==> src/rtl/vtpp_pkg.sv <==
// Package with shared types and constants for the video test pattern pixel generator.
`default_nettype none

package vtpp_pkg;

    typedef struct packed {
        logic [7:0] r;
        logic [7:0] g;
        logic [7:0] b;
    } rgb_t;

    typedef enum logic [1:0] {
        CFG_FRAME_WIDTH  = 2'd0,
        CFG_FRAME_HEIGHT = 2'd1,
        CFG_GREY_MODE    = 2'd2
    } cfg_index_t;

    localparam int CFG_ADDR_BITS     = 2;
    localparam int BAR_COUNT         = 8;
    localparam int BAR_BITS          = 3;
    localparam int RAMP_STEPS        = 16;
    localparam int RAMP_BITS         = 4;
    localparam int RESET_FRAME_WIDTH  = 640;
    localparam int RESET_FRAME_HEIGHT = 480;
    localparam logic [7:0] FULL_LEVEL = 8'd255;

    localparam rgb_t BAR_RGB [BAR_COUNT] = '{
        '{r: 8'd255, g: 8'd255, b: 8'd255},
        '{r: 8'd255, g: 8'd255, b: 8'd0},
        '{r: 8'd0,   g: 8'd255, b: 8'd255},
        '{r: 8'd0,   g: 8'd255, b: 8'd0},
        '{r: 8'd255, g: 8'd0,   b: 8'd255},
        '{r: 8'd255, g: 8'd0,   b: 8'd0},
        '{r: 8'd0,   g: 8'd0,   b: 8'd255},
        '{r: 8'd0,   g: 8'd0,   b: 8'd0}
    };

    // Grey staircase levels, bar * 255 / 7 truncated.
    localparam logic [7:0] STAIR_LEVEL [BAR_COUNT] = '{
        8'd0, 8'd36, 8'd72, 8'd109, 8'd145, 8'd182, 8'd218, 8'd255
    };

endpackage

`default_nettype wire

==> src/rtl/vtpp_limits.sv <==
// Configuration registers and the frame limits derived from them.
`default_nettype none

module vtpp_limits
    import vtpp_pkg::*;
#(
    parameter int COORD_BITS = 12
)
(
    input  wire logic                                      clk,
    input  wire logic                                      rst_n,
    input  wire logic                                      cfg_wr_en,
    input  wire logic [CFG_ADDR_BITS-1:0]                  cfg_addr,
    input  wire logic [COORD_BITS-1:0]                     cfg_wdata,
    output logic                                           grey_mode,
    output logic [RAMP_STEPS-2:0][COORD_BITS+RAMP_BITS-1:0] col_thr,
    output logic [COORD_BITS-1:0]                          w_half,
    output logic [COORD_BITS-1:0]                          w_last,
    output logic                                           w_last_ok,
    output logic [COORD_BITS-1:0]                          h_half,
    output logic [COORD_BITS-1:0]                          h_last,
    output logic                                           h_last_ok,
    output logic [COORD_BITS-1:0]                          band_top,
    output logic [COORD_BITS-1:0]                          band_mid
);

    localparam int TW = COORD_BITS + RAMP_BITS;
    localparam int NB = COORD_BITS + 1;
    localparam int SH = NB + 2;
    localparam int RECIP3 = ((2 ** SH) + 2) / 3;
    localparam int RB = SH;
    localparam int PW = NB + RB;

    logic [COORD_BITS-1:0] frame_width_reg;
    logic [COORD_BITS-1:0] frame_height_reg;
    logic                  grey_mode_reg;

    logic [RAMP_STEPS-2:0][TW-1:0] col_thr_reg, col_thr_next;
    logic [COORD_BITS-1:0] w_half_reg, w_half_next;
    logic [COORD_BITS-1:0] w_last_reg, w_last_next;
    logic                  w_last_ok_reg, w_last_ok_next;
    logic [COORD_BITS-1:0] h_half_reg, h_half_next;
    logic [COORD_BITS-1:0] h_last_reg, h_last_next;
    logic                  h_last_ok_reg, h_last_ok_next;
    logic [COORD_BITS-1:0] band_top_reg, band_top_next;
    logic [COORD_BITS-1:0] band_mid_reg, band_mid_next;

    logic [NB-1:0]         h_twice;
    logic [COORD_BITS+1:0] h_thrice;
    logic [PW-1:0]         top_prod;

    always_ff @(posedge clk or negedge rst_n)
    begin
        if (!rst_n)
        begin
            frame_width_reg  <= COORD_BITS'(RESET_FRAME_WIDTH);
            frame_height_reg <= COORD_BITS'(RESET_FRAME_HEIGHT);
            grey_mode_reg    <= 1'b0;
        end
        else if (cfg_wr_en)
        begin
            unique case (cfg_index_t'(cfg_addr))
                CFG_FRAME_WIDTH:  frame_width_reg  <= cfg_wdata;
                CFG_FRAME_HEIGHT: frame_height_reg <= cfg_wdata;
                CFG_GREY_MODE:    grey_mode_reg    <= cfg_wdata[0];
                default:          ;
            endcase
        end
    end

    always_comb
    begin
        for (int k = 0; k < RAMP_STEPS - 1; k++)
        begin
            col_thr_next[k] = TW'(k + 1) * TW'(frame_width_reg);
        end
        w_half_next    = frame_width_reg >> 1;
        w_last_next    = frame_width_reg - COORD_BITS'(1);
        w_last_ok_next = (frame_width_reg != '0);
        h_half_next    = frame_height_reg >> 1;
        h_last_next    = frame_height_reg - COORD_BITS'(1);
        h_last_ok_next = (frame_height_reg != '0);
        // Two thirds of the height by a reciprocal multiply, exact over the whole range.
        h_twice        = {frame_height_reg, 1'b0};
        top_prod       = PW'(h_twice) * PW'(RB'(RECIP3));
        band_top_next  = COORD_BITS'(top_prod >> SH);
        h_thrice       = (COORD_BITS+2)'(frame_height_reg) + (COORD_BITS+2)'(h_twice);
        band_mid_next  = COORD_BITS'(h_thrice >> 2);
    end

    always_ff @(posedge clk)
    begin
        col_thr_reg   <= col_thr_next;
        w_half_reg    <= w_half_next;
        w_last_reg    <= w_last_next;
        w_last_ok_reg <= w_last_ok_next;
        h_half_reg    <= h_half_next;
        h_last_reg    <= h_last_next;
        h_last_ok_reg <= h_last_ok_next;
        band_top_reg  <= band_top_next;
        band_mid_reg  <= band_mid_next;
    end

    assign grey_mode = grey_mode_reg;
    assign col_thr   = col_thr_reg;
    assign w_half    = w_half_reg;
    assign w_last    = w_last_reg;
    assign w_last_ok = w_last_ok_reg;
    assign h_half    = h_half_reg;
    assign h_last    = h_last_reg;
    assign h_last_ok = h_last_ok_reg;
    assign band_top  = band_top_reg;
    assign band_mid  = band_mid_reg;

endmodule

`default_nettype wire

==> src/rtl/video_test_pattern_pixel.sv <==
// Top level of the color bar test pattern generator: one BGRA pixel per coordinate request.
// The block takes one coordinate request per clock while its output is taken and returns
// its pixel through three register stages (input capture, column and row compares
// against the frame limits, color selection into the output register). With the output
// taken every cycle it sustains one pixel per clock; a stalled output holds the pipeline
// without loss. A configuration write takes effect for requests accepted from the next
// clock on and may reach requests in flight. The top two thirds show eight bars (color or
// grey staircase), down to three quarters the same at half level, below that a 16-step grey
// ramp, with a white border and center crosshair on top; alpha is always 255.
`default_nettype none

module video_test_pattern_pixel
    import vtpp_pkg::*;
#(
    parameter int COORD_BITS = 12
)
(
    input  wire logic                               clk,
    input  wire logic                               rst_n,
    input  wire logic                               cfg_wr_en,
    input  wire logic [CFG_ADDR_BITS-1:0]           cfg_addr,
    input  wire logic [COORD_BITS-1:0]              cfg_wdata,
    input  wire logic                               s_axis_tvalid,
    output logic                                    s_axis_tready,
    // Fields from bit 0 up: pixel_x, pixel_y, zero fill to whole bytes.
    input  wire logic [((2*COORD_BITS+7)/8)*8-1:0]  s_axis_tdata,
    output logic                                    m_axis_tvalid,
    input  wire logic                               m_axis_tready,
    // Fields from bit 0 up: blue_byte, green_byte, red_byte, alpha_byte.
    output logic [31:0]                             m_axis_tdata
);

    localparam int TW = COORD_BITS + RAMP_BITS;

    logic                  grey_mode;
    logic [RAMP_STEPS-2:0][TW-1:0] col_thr;
    logic [COORD_BITS-1:0] w_half;
    logic [COORD_BITS-1:0] w_last;
    logic                  w_last_ok;
    logic [COORD_BITS-1:0] h_half;
    logic [COORD_BITS-1:0] h_last;
    logic                  h_last_ok;
    logic [COORD_BITS-1:0] band_top;
    logic [COORD_BITS-1:0] band_mid;

    vtpp_limits #(
        .COORD_BITS (COORD_BITS)
    ) u_limits (
        .clk       (clk),
        .rst_n     (rst_n),
        .cfg_wr_en (cfg_wr_en),
        .cfg_addr  (cfg_addr),
        .cfg_wdata (cfg_wdata),
        .grey_mode (grey_mode),
        .col_thr   (col_thr),
        .w_half    (w_half),
        .w_last    (w_last),
        .w_last_ok (w_last_ok),
        .h_half    (h_half),
        .h_last    (h_last),
        .h_last_ok (h_last_ok),
        .band_top  (band_top),
        .band_mid  (band_mid)
    );

    logic s1_valid_reg, s1_valid_next;
    logic s2_valid_reg, s2_valid_next;
    logic s3_valid_reg, s3_valid_next;
    logic s1_ready, s2_ready, s3_ready;
    logic s1_load, s2_load, s3_load;

    logic [COORD_BITS-1:0] s1_x_reg, s1_y_reg;

    logic [RAMP_STEPS-2:0] s2_therm_reg, s2_therm_next;
    logic                  s2_upper_reg, s2_upper_next;
    logic                  s2_middle_reg, s2_middle_next;
    logic                  s2_white_reg, s2_white_next;

    rgb_t                  s3_rgb_reg, s3_rgb_next;

    logic [TW-1:0]         x_scaled;
    logic [RAMP_BITS-1:0]  step;
    logic [RAMP_BITS-1:0]  probe;
    logic [BAR_BITS-1:0]   bar;
    logic [7:0]            level;

    assign s3_ready = !s3_valid_reg || m_axis_tready;
    assign s2_ready = !s2_valid_reg || s3_ready;
    assign s1_ready = !s1_valid_reg || s2_ready;
    assign s1_load  = s1_ready && s_axis_tvalid;
    assign s2_load  = s2_ready && s1_valid_reg;
    assign s3_load  = s3_ready && s2_valid_reg;

    always_comb
    begin
        s1_valid_next = s1_ready ? s_axis_tvalid : s1_valid_reg;
        s2_valid_next = s2_ready ? s1_valid_reg  : s2_valid_reg;
        s3_valid_next = s3_ready ? s2_valid_reg  : s3_valid_reg;
    end

    always_ff @(posedge clk or negedge rst_n)
    begin
        if (!rst_n)
        begin
            s1_valid_reg <= 1'b0;
            s2_valid_reg <= 1'b0;
            s3_valid_reg <= 1'b0;
        end
        else
        begin
            s1_valid_reg <= s1_valid_next;
            s2_valid_reg <= s2_valid_next;
            s3_valid_reg <= s3_valid_next;
        end
    end

    always_ff @(posedge clk)
    begin
        if (s1_load)
        begin
            s1_x_reg <= s_axis_tdata[COORD_BITS-1:0];
            s1_y_reg <= s_axis_tdata[2*COORD_BITS-1:COORD_BITS];
        end
    end

    // Ramp step is the number of thresholds k*w that 16*x reaches.
    always_comb
    begin
        x_scaled = {s1_x_reg, RAMP_BITS'(0)};
        for (int k = 0; k < RAMP_STEPS - 1; k++)
        begin
            s2_therm_next[k] = (x_scaled >= col_thr[k]);
        end
        s2_upper_next  = (s1_y_reg < band_top);
        s2_middle_next = !s2_upper_next && (s1_y_reg < band_mid);
        s2_white_next  = (s1_x_reg == '0) || (s1_y_reg == '0)
                      || (w_last_ok && (s1_x_reg == w_last))
                      || (h_last_ok && (s1_y_reg == h_last))
                      || (s1_x_reg == w_half) || (s1_y_reg == h_half);
    end

    always_ff @(posedge clk)
    begin
        if (s2_load)
        begin
            s2_therm_reg  <= s2_therm_next;
            s2_upper_reg  <= s2_upper_next;
            s2_middle_reg <= s2_middle_next;
            s2_white_reg  <= s2_white_next;
        end
    end

    always_comb
    begin
        step = '0;
        for (int b = RAMP_BITS - 1; b >= 0; b--)
        begin
            probe = step | RAMP_BITS'(1 << b);
            if (s2_therm_reg[probe - RAMP_BITS'(1)])
            begin
                step = probe;
            end
        end
        bar   = step[RAMP_BITS-1:1];
        level = STAIR_LEVEL[bar];
        if (s2_upper_reg || s2_middle_reg)
        begin
            if (grey_mode)
            begin
                s3_rgb_next = '{r: level, g: level, b: level};
            end
            else
            begin
                s3_rgb_next = BAR_RGB[bar];
            end
            if (s2_middle_reg)
            begin
                s3_rgb_next.r = s3_rgb_next.r >> 1;
                s3_rgb_next.g = s3_rgb_next.g >> 1;
                s3_rgb_next.b = s3_rgb_next.b >> 1;
            end
        end
        else
        begin
            s3_rgb_next = '{r: {step, step}, g: {step, step}, b: {step, step}};
        end
        if (s2_white_reg)
        begin
            s3_rgb_next = '{r: FULL_LEVEL, g: FULL_LEVEL, b: FULL_LEVEL};
        end
    end

    always_ff @(posedge clk)
    begin
        if (s3_load)
        begin
            s3_rgb_reg <= s3_rgb_next;
        end
    end

    assign s_axis_tready = s1_ready;
    assign m_axis_tvalid = s3_valid_reg;
    assign m_axis_tdata  = {FULL_LEVEL, s3_rgb_reg.r, s3_rgb_reg.g, s3_rgb_reg.b};

    a_accept_enters : assert property (@(posedge clk) disable iff (!rst_n)
        s_axis_tvalid && s_axis_tready |=> s1_valid_reg)
        else $error("accepted request did not enter the first stage");

    a_therm_shape : assert property (@(posedge clk) disable iff (!rst_n)
        s2_valid_reg |-> ((s2_therm_reg & (s2_therm_reg + (RAMP_STEPS-1)'(1))) == '0))
        else $error("column compares are not a thermometer code");

    a_bands_exclusive : assert property (@(posedge clk) disable iff (!rst_n)
        s2_valid_reg |-> !(s2_upper_reg && s2_middle_reg))
        else $error("row falls in two bands");

    a_stage_advance : assert property (@(posedge clk) disable iff (!rst_n)
        s2_valid_reg && s3_ready |=> m_axis_tvalid)
        else $error("second stage item did not reach the output");

    a_alpha_full : assert property (@(posedge clk) disable iff (!rst_n)
        m_axis_tvalid |-> (m_axis_tdata[31:24] == FULL_LEVEL))
        else $error("alpha is not full");

endmodule

`default_nettype wire

==> config.mk <==
export PLATFORM = sky130hd
export DESIGN_NAME = video_test_pattern_pixel
export DESIGN_NICKNAME = d
export VERILOG_FILES = /design/src/rtl/vtpp_pkg.sv /design/src/rtl/vtpp_limits.sv /design/src/rtl/video_test_pattern_pixel.sv
export SDC_FILE = /design/constraint.sdc
export NUM_CORES = 1
export LEC_CHECK = 0
export CAP_MARGIN = 20
export CORE_ASPECT_RATIO = 0.6
export CORE_MARGIN = 2
export CORE_UTILIZATION = 55
export DETAILED_ROUTE_END_ITERATION = 8
export DONT_BUFFER_PORTS = 1
export PLACE_DENSITY = 0.79
export REMOVE_ABC_BUFFERS = 1
export SLEW_MARGIN = 30
export SYNTH_ARGS = -nofsm -noshare
export SYNTH_HDL_FRONTEND = slang
export SYNTH_SLANG_ARGS = --single-unit
==> constraint.sdc <==
create_clock -name clk -period 7.5 [get_ports clk]
set_clock_uncertainty 0.15 [all_clocks]
set_input_delay 0.75 -clock clk [delete_from_list [all_inputs] [get_ports clk]]
set_output_delay 0.75 -clock clk [all_outputs]
set_load 0.03 [all_outputs]
==> summary.md, run 1 <==
| Metric | Value |
|---|---|
| Run status | `completed` |
| Peak VDD IR | `0.524 mV` |
| Core area | `about 0.036 sq mm` |
| Hold_sp | `s_axis_tdata[13]` |
| Launch point of the worst reg-to-reg path | `u_limits.frame_height_reg[10]` |
| Max Cap Violations | `0` |
| Register bit total from synthesis | `258` |
| Length of the first detailed-routing pass in iterations | `8` |
| Port buffer count | `0` |
| First-iteration detailed-routing DRC count | `1518` |
| CP Capture Type | `flip-flop` |
| Flip-flop count of the largest register after layout | `just over 100` |
| Number of vias per cell after detailed routing | `roughly 6` |
| RSZ-0062 raised after global routing | `false` |
| Number of failing hold endpoints at the final stage | `0` |
| HPWL after detailed placement | `41.4 mm` |
| Worst slew slack as a fraction of its limit | `around 28%` |
| Highest-count cells in the layout ignoring fill and taps | `sky130_fd_sc_hd__ha_1 (396), sky130_fd_sc_hd__inv_1 (324), sky130_fd_sc_hd__dfxtp_1 (164), sky130_fd_sc_hd__nor2_1 (103), sky130_fd_sc_hd__fa_1 (99)` |
| Type of the most critical hold path | `input pin to flip-flop` |
| Die H | `152 um` |
| EDFF count, synth | `66` |
| Power Density | `495 mW/mm^2` |
| Total Die Area | `0.0383 sq mm` |
| Average routed wire per standard cell | `20.9 um` |
| Global-route wire length before repair | `roughly 83 mm` |
| Root buffer cell | `sky130_fd_sc_hd__clkbuf_16` |
| Global Route Usage Sum | `28.1%` |
| Data arrival, critical path | `5840 ps` |
| DRT antenna net count | `0` |
| Data required, critical path | `7790 ps` |
| Ports | `77` |
| Synthesized cell area | `0.0202 sq mm` |
| Final Max Slew Viols | `0` |
| Number of endpoints failing setup at the final stage | `0` |
| Via count of the first global-routing pass | `14700` |
| Critical path startpoint category | `flip-flop` |
| Total congestion overflow after global routing | `0` |
| Standard cell area after detailed placement | `around 0.021 sq mm` |
| Number of buffers on the longest clock path | `3` |
| Number of remaining DRC errors | `0` |
| Worst Path Max Fanout | `9` |
| Leakage power summed over all cells | `between 10 and 15 nW` |
| Reg2Reg Depth | `16` |
| Type of the worst setup path | `flip-flop to flip-flop` |
| Synthesized instance count | `2028` |
| TritonCTS buffer count | `26` |
| Fraction of layout instances using a drive strength above 1 | `5.11%` |
| Largest net degree at the start of global routing | `29` |
| Num Clock Sinks | `258` |
| Part of the cycle the worst path needs | `74.0%` |
| Effective utilization at floorplan | `55.7%` |
| Distinct cell type count of the synthesized netlist | `78` |
| Horizontal extent of the die | `251 um` |
| Warning count from the yosys run | `0` |
| Post-layout minimum cycle time | `~5500 ps` |
| Number of antenna violations at the first check in global routing | `4` |
| Number of cells traversed by the worst hold path | `0` |
| Fmax achieved | `between 0.15 and 0.2 GHz` |
| Sequential cell area fraction in the yosys report | `between 20 and 30%` |
| Number of placement rows | `54` |
| Clock insertion delay at the later pin of the skew report | `560 ps` |
| Dominant register cell in the synthesized netlist | `sky130_fd_sc_hd__dfxtp_1` |
| Setup TNS Final | `0 ps` |
| Async set-reset flop share out of synthesis | `10.9%` |
| Total detailed-routing wirelength | `around 53 mm` |
| H-tree level count | `1` |
| Commonest non-fill, non-tap cell in the layout | `sky130_fd_sc_hd__ha_1` |
| Design area | `between 0.02 and 0.025 sq mm` |
| Overall via count from detail_route | `~15000` |
| Post-CTS clock slew at the launch and capture registers of the worst setup and hold paths | `70 ps` |
| Placer's final routability congestion estimate | `0.922` |
| Pin slew with the least headroom to its limit | `1080 ps` |
| # nets final | `between 2000 and 3000` |
| Area overhead of the layout relative to synthesis | `7.51%` |
| Crit Reg-Reg Endpoint | `u_limits.band_top[8]` |
| Post-synthesis average cell area | `9.95 sq um` |
| Hold Crit Endpoint | `s1_y_reg[1]` |
| Setup slack, reg-to-reg | `1950 ps` |
| Clock tree from TritonCTS | `yes` |
cells in the mapped netlist, types with 15 or more instances:
cell type,count,share of area [%]
sky130_fd_sc_hd__a211oi_1,26,0.97
sky130_fd_sc_hd__a21o_1,50,1.9
sky130_fd_sc_hd__a21oi_1,96,2.4
sky130_fd_sc_hd__a31oi_1,15,0.47
sky130_fd_sc_hd__clkbuf_1,15,0.28
sky130_fd_sc_hd__dfrtp_1,22,2.7
sky130_fd_sc_hd__dfxtp_1,164,16
sky130_fd_sc_hd__edfxtp_1,66,9.8
sky130_fd_sc_hd__fa_1,99,9.8
sky130_fd_sc_hd__ha_1,396,25
sky130_fd_sc_hd__inv_1,324,6.0
sky130_fd_sc_hd__mux2_2,15,0.84
sky130_fd_sc_hd__nand2_1,79,1.5
sky130_fd_sc_hd__nand3_1,19,0.47
sky130_fd_sc_hd__nand4_1,23,0.71
sky130_fd_sc_hd__nor2_1,103,1.9
sky130_fd_sc_hd__nor2b_1,17,0.53
sky130_fd_sc_hd__nor3_1,17,0.42
sky130_fd_sc_hd__nor4_1,16,0.50
sky130_fd_sc_hd__o21a_1,41,1.5
sky130_fd_sc_hd__o21ai_0,90,2.2
sky130_fd_sc_hd__xnor2_1,86,3.7
sky130_fd_sc_hd__xor2_1,47,2.0
cell type report:
class                           count  area (sq um)
Multi-Input combinational cell   1426         12900
Clock inverter                      8          90.1
Clock buffer                       40           764
Fill cell                        2921         14500
Tap cell                          476           596
Antenna cell                        4          10.0
Inverter                          325          1220
Sequential cell                   258          5980
Timing Repair Buffer               18           150
routing by layer:
layer / part of all wire [%] / global-route usage [%]
met1: 46 / 41.8
met2: 40 / 39.6
met3: 12 / 8.87
met4: 2.2 / 6.32
met5: 0 / 0
per-stage QoR:
step                      std cells  utilization (%)  hold WS, ps  total power [W]  worst slack [ps]
after floorplan                2009                -          285          0.00746              2640
final                          2555             59.9          132           0.0107              1950
after global routing           2553             59.9          117           0.0117              1650
after detailed placement       2501             57.4          305          0.00916              2020
after CTS                      2551             59.9          119           0.0106              1980
after global placement         2501             57.4          305          0.00885              2190
critical path, cell delays in order (launching register included):
cell,delay [ps]
sky130_fd_sc_hd__dfrtp_1,590
sky130_fd_sc_hd__inv_1,240
sky130_fd_sc_hd__ha_1,460
sky130_fd_sc_hd__fa_1,540
sky130_fd_sc_hd__inv_1,50
sky130_fd_sc_hd__fa_1,550
sky130_fd_sc_hd__fa_1,470
sky130_fd_sc_hd__fa_1,540
sky130_fd_sc_hd__inv_1,50
sky130_fd_sc_hd__ha_1,290
sky130_fd_sc_hd__o21ai_0,130
sky130_fd_sc_hd__o31ai_1,390
sky130_fd_sc_hd__a21oi_1,170
sky130_fd_sc_hd__a2111o_1,430
sky130_fd_sc_hd__nand2_1,140
sky130_fd_sc_hd__a21oi_1,100
sky130_fd_sc_hd__xnor2_1,130
cells by family (layout without fill, tap and decap cells):
group	Yosys count	after routing	share of synthesized area, %
adders and majority gates	495	495	34.4
AOI/OAI and AO/OA	423	423	13.8
muxes	21	21	1.15
DFF	258	258	29.6
xor gates and xnor gates	133	133	5.77
other	1	12	0.0186
buffers and inverters	351	391	6.69
and+or+nand+nor	346	346	8.60
worst max-delay path by stage:
stage	from	end	cells past startpoint
floorplan	u_limits.frame_height_reg[10]	u_limits.band_top[6]	16
global placement	u_limits.frame_height_reg[10]	u_limits.band_top[10]	16
detailed placement	u_limits.frame_height_reg[10]	u_limits.band_top[10]	16
CTS	u_limits.frame_height_reg[10]	u_limits.band_top[10]	16
global route	u_limits.frame_height_reg[10]	u_limits.band_top[10]	16
finish	u_limits.frame_height_reg[10]	u_limits.band_top[8]	16
power by group:
group          total, W  switching [W]  internal, W
registers       0.00237       0.000373      0.00199
clock network   0.00134       0.000575     0.000768
logic           0.00703        0.00411      0.00292
what timing repair did:
action	4_1_cts	5_1_grt
endpoints found under the hold margin	28	0
setup endpoints to repair	0	0
buffers inserted	0	0
gates resized for setup	0	0
hold buffers	2	0
Power figures use the tool's default switching activity.
==> run 2: changes to the inputs <==
--- a/config.mk
+++ b/config.mk
@@ -5,13 +5,14 @@
 export SDC_FILE = /design/constraint.sdc
 export NUM_CORES = 1
 export LEC_CHECK = 0
+export ABC_AREA = 1
 export CAP_MARGIN = 20
 export CORE_ASPECT_RATIO = 0.6
 export CORE_MARGIN = 2
 export CORE_UTILIZATION = 55
 export DETAILED_ROUTE_END_ITERATION = 8
 export DONT_BUFFER_PORTS = 1
-export PLACE_DENSITY = 0.79
+export PLACE_DENSITY = 0.82
 export REMOVE_ABC_BUFFERS = 1
 export SLEW_MARGIN = 30
 export SYNTH_ARGS = -nofsm -noshare
==> constraint.sdc (replaced) <==
create_clock -name clk -period 4.5 [get_ports clk]
set_clock_uncertainty 0.15 [all_clocks]
set_input_delay 0.45 -clock clk [delete_from_list [all_inputs] [get_ports clk]]
set_output_delay 0.45 -clock clk [all_outputs]
set_load 0.03 [all_outputs]
==> summary.md, run 2 <==
| Metric | Value |
|---|---|
| Clock tree from TritonCTS | `yes` |
| Flip-flop count of the largest register after layout | `103 (unchanged)` |
| Number of buffers on the longest clock path | `3 (unchanged)` |
| Total detailed-routing wirelength | `60.1 mm (+12%)` |
| Design area | `0.0237 sq mm (+9.3%)` |
| Warning count from the yosys run | `0 (unchanged)` |
| Async set-reset flop share out of synthesis | `10.9% (unchanged)` |
| Number of filler instances in the final layout | `2994 (+2.5%)` |
| Detail Route met3 WL | `7.55 mm (+18%)` |
| Worst slew slack as a fraction of its limit | `28.0% (+0.30 points)` |
| Antenna diode instance count | `0 (-4)` |
| Critical path startpoint category | `flip-flop` |
| Part of the cycle the worst path needs | `98.3% (+24 points)` |
| Largest stage delay on the critical path | `560 ps (-30 ps)` |
| Core area | `0.0374 sq mm (+3.4%)` |
| Number of placed cells counting well taps | `2977 (+19%)` |
| Area overhead of the layout relative to synthesis | `14.1%` |
| Number of vias per cell after detailed routing | `5.70 (-2.4%)` |
| Overall via count from detail_route | `17500 (+17%)` |
| Main area contributors after synthesis | `sky130_fd_sc_hd__ha_1 (24%), sky130_fd_sc_hd__dfxtp_1 (16%), sky130_fd_sc_hd__edfxtp_1 (9.5%)` |
| RSZ-0062 raised after global routing | `true` |
| Most numerous cell types in the synthesized netlist | `sky130_fd_sc_hd__inv_1 (451), sky130_fd_sc_hd__ha_1 (396), sky130_fd_sc_hd__nand2_1 (380), sky130_fd_sc_hd__a21oi_1 (183), sky130_fd_sc_hd__dfxtp_1 (164)` |
| Total congestion overflow after global routing | `0 (unchanged)` |
| Clock insertion delay at the later pin of the skew report | `580 ps (+20 ps)` |
| Number of antenna violations at the first check in global routing | `0 (-4)` |
| Length of routed met2 wiring | `24.0 mm (+13%)` |
| Distinct cell type count of the synthesized netlist | `49 (-37%)` |
| Dominant register cell in the synthesized netlist | `sky130_fd_sc_hd__dfxtp_1` |
| Total Die Area | `0.0394 sq mm (+2.9%)` |
| Root buffer cell | `sky130_fd_sc_hd__clkbuf_16` |
| Horizontal extent of the die | `255 um (+1.5%)` |
| Port buffer count | `0 (unchanged)` |
| EDFF count, synth | `66 (unchanged)` |
| TritonCTS buffer count | `26 (unchanged)` |
| Count of non-filler cells in the finished layout | `3070 (+20%)` |
| Standard cell area after detailed placement | `0.0219 sq mm (+5.3%)` |
| Post-synthesis average cell area | `8.66 sq um (-13%)` |
| Proportion of netlist area held by the largest area contributor | `23.8% (-0.71 points)` |
| Largest net degree at the start of global routing | `29 (unchanged)` |
| Run status | `completed` |
| Number of endpoints failing setup at the final stage | `0 (unchanged)` |
| Post-synth top area cell | `sky130_fd_sc_hd__ha_1` |
| Effective utilization at floorplan | `55.5% (-0.21 points)` |
| Global Route Usage Sum | `30.5% (+2.4 points)` |
| # nets final | `3075 (+19%)` |
| Max Cap Violations | `0 (unchanged)` |
| CP Capture Type | `flip-flop` |
| Peak VDD IR | `1.04 mV (+99%)` |
| Area used by multi-input combinational logic | `0.0134 sq mm (+3.9%)` |
| Sequential cell area fraction in the yosys report | `28.7% (-0.86 points)` |
| Num Clock Sinks | `258 (unchanged)` |
| Die H | `155 um (+1.4%)` |
| Pin slew with the least headroom to its limit | `1080 ps (-4.49 ps)` |
| Global-route wire length before repair | `93.0 mm (+12%)` |
| Number of placement rows | `55 (+1.9%)` |
| Cell with the largest stage delay on the worst path | `sky130_fd_sc_hd__dfstp_2` |
| Final Max Slew Viols | `0 (unchanged)` |
| Post-CTS clock slew at the launch and capture registers of the worst setup and hold paths | `70 ps (about the same)` |
| Fraction of layout instances using a drive strength above 1 | `8.29% (+3.2 points)` |
| Type of the worst setup path | `flip-flop to flip-flop` |
| Post-route met1 wirelength | `27.2 mm (+10%)` |
| HPWL after detailed placement | `47.4 mm (+15%)` |
| Synthesized instance count | `2400 (+18%)` |
| H-tree level count | `1 (unchanged)` |
| Type of the most critical hold path | `input pin to flip-flop` |
| Ports | `77 (unchanged)` |
| Placer's final routability congestion estimate | `1.07 (+16%)` |
| Post-layout minimum cycle time | `4420 ps (-1120 ps)` |
| Leakage power summed over all cells | `12.1 nW (+15%)` |
| DRT antenna net count | `0 (unchanged)` |
| Data arrival, critical path | `4740 ps (-1100 ps)` |
| Most common cell in the synthesized netlist | `sky130_fd_sc_hd__inv_1` |
| Average routed wire per standard cell | `19.6 um (-6.4%)` |
| Register bit total from synthesis | `258 (unchanged)` |
| Sequential cell area | `0.00598 sq mm (unchanged)` |
| First-iteration detailed-routing DRC count | `1932 (+27%)` |
| Number of remaining DRC errors | `0 (unchanged)` |
| Top Metal Used | `met4` |
| Commonest non-fill, non-tap cell in the layout | `sky130_fd_sc_hd__inv_1` |
| Worst Path Max Fanout | `3 (-6)` |
| Overall power of the completed layout | `0.0194 W (+81%)` |
| Via count of the first global-routing pass | `16900 (+15%)` |
| Data required, critical path | `4810 ps (-2980 ps)` |
| Synthesized cell area | `0.0208 sq mm (+3.0%)` |
| Critical-path cell list | `buf_4, ha_2, inv_1, fa_1, fa_1, inv_1, fa_1, inv_1, fa_1, inv_1, ha_4, buf_4, nand2_1, o21ai_1, a21oi_2, nand2_2, buf_6, xor2_1` |
| Number of failing hold endpoints at the final stage | `0 (unchanged)` |
| Power Density | `818 mW/mm^2 (+65%)` |
| Highest-count cells in the layout ignoring fill and taps | `sky130_fd_sc_hd__inv_1 (441), sky130_fd_sc_hd__ha_1 (382), sky130_fd_sc_hd__nand2_1 (366), sky130_fd_sc_hd__a21oi_1 (173), sky130_fd_sc_hd__dfxtp_1 (164)` |
| Fmax achieved | `0.226 GHz (+25%)` |
| Length of the first detailed-routing pass in iterations | `7 (-1)` |
[run 2: changes by cell type in the layout (fill, tap and decap cells not counted), moves of 47 or more]
| cell | previous run | this run |
|---|---|---|
| sky130_fd_sc_hd__xnor2_1 | 86 | 21 |
| sky130_fd_sc_hd__nand2_1 | 79 | 366 |
| sky130_fd_sc_hd__nand3_1 | 19 | 114 |
| sky130_fd_sc_hd__inv_1 | 324 | 441 |
| sky130_fd_sc_hd__buf_4 | 16 | 72 |
| sky130_fd_sc_hd__a21oi_1 | 96 | 173 |
| sky130_fd_sc_hd__xor2_1 | 47 | 94 |
[run 2: power breakdown]
part	internal [W]	switching, W
sequential	0.00331	0.000623
combinational	0.00516	0.00776
clock	0.00153	0.00102
[run 2: per-stage QoR]
stage / hold slack (ps) / TNS, ps / setup WS, ps / util, %
final: 19.8 / 0 / 75.8 / 63.3
after detailed placement: 7.19 / -914 / -167 / 58.5
after floorplan: 4.41 / 0 / 19.4 / -
after CTS: 5.63 / 0 / 5.91 / 62.4
after global routing: 20.7 / -563 / -87.8 / 63.3
after global placement: 7.13 / -265 / -89.7 / 58.5
[run 2: worst max-delay path: cells and delay by family (launching register included)]
kind	cells	cell delay [ps]
buffers and inverters	7	640
DFF	1	560
AOI/OAI and AO/OA	2	260
xor gates and xnor gates	1	130
and+or+nand+nor	2	240
adders and majority gates	6	2340
[run 2: cells by family after synthesis]
logic type      count (synthesis)  synth area share, %
compound gates                369                 10.0
xor+xnor                      115                 4.85
fa+ha+maj                     495                 33.4
buf+inv                       466                 8.60
flops                         258                 28.7
other cells                     1               0.0180
simple gates                  696                 14.4
[run 2: per-layer routing]
layer,global-route usage (%),up-vias
li1,-,8188
met1,45.8,8276
met2,43.3,934
met3,8.67,105
met4,6.79,0
met5,0,-
[run 2: repair_timing]
| item | 4_1_cts | 5_1_grt |
|---|---|---|
| setup endpoints to repair | 9 | 12 |
| buffers inserted | 0 | 4 |
| pin swaps | 10 | 34 |
| cloned | 0 | 0 |
| endpoints found under the hold margin | 69 | 0 |
| hold buffers | 38 | 0 |
| gates resized for setup | 17 | 64 |
[run 2: worst paths after layout]
| kind | slack (ps) | cells past startpoint | from | endpoint |
|---|---|---|---|---|
| worst max-delay path | 80 | 18 | u_limits.frame_height_reg[8] | u_limits.band_top[2] |
| worst min-delay path | 20 | 2 | cfg_wdata[3] | u_limits.frame_height_reg[3] |
| worst max register to register | 80 | 18 | u_limits.frame_height_reg[8] | u_limits.band_top[2] |
| worst min register to register | 330 | 0 | u_limits.frame_height_reg[9] | u_limits.h_half[8] |
| max in group asynchronous | 3760 | 2 | rst_n | u_limits.frame_width_reg[7] |
| min in group asynchronous | 180 | 2 | rst_n | u_limits.frame_height_reg[4] |
[run 2: final cells by class]
cell class	instances	area share, %
Clock inverter	16	1.06
Multi-Input combinational cell	1683	56.5
Timing Repair Buffer	116	4.24
Tap cell	513	2.71
Clock buffer	32	3.15
Sequential cell	258	25.2
Inverter	452	7.17
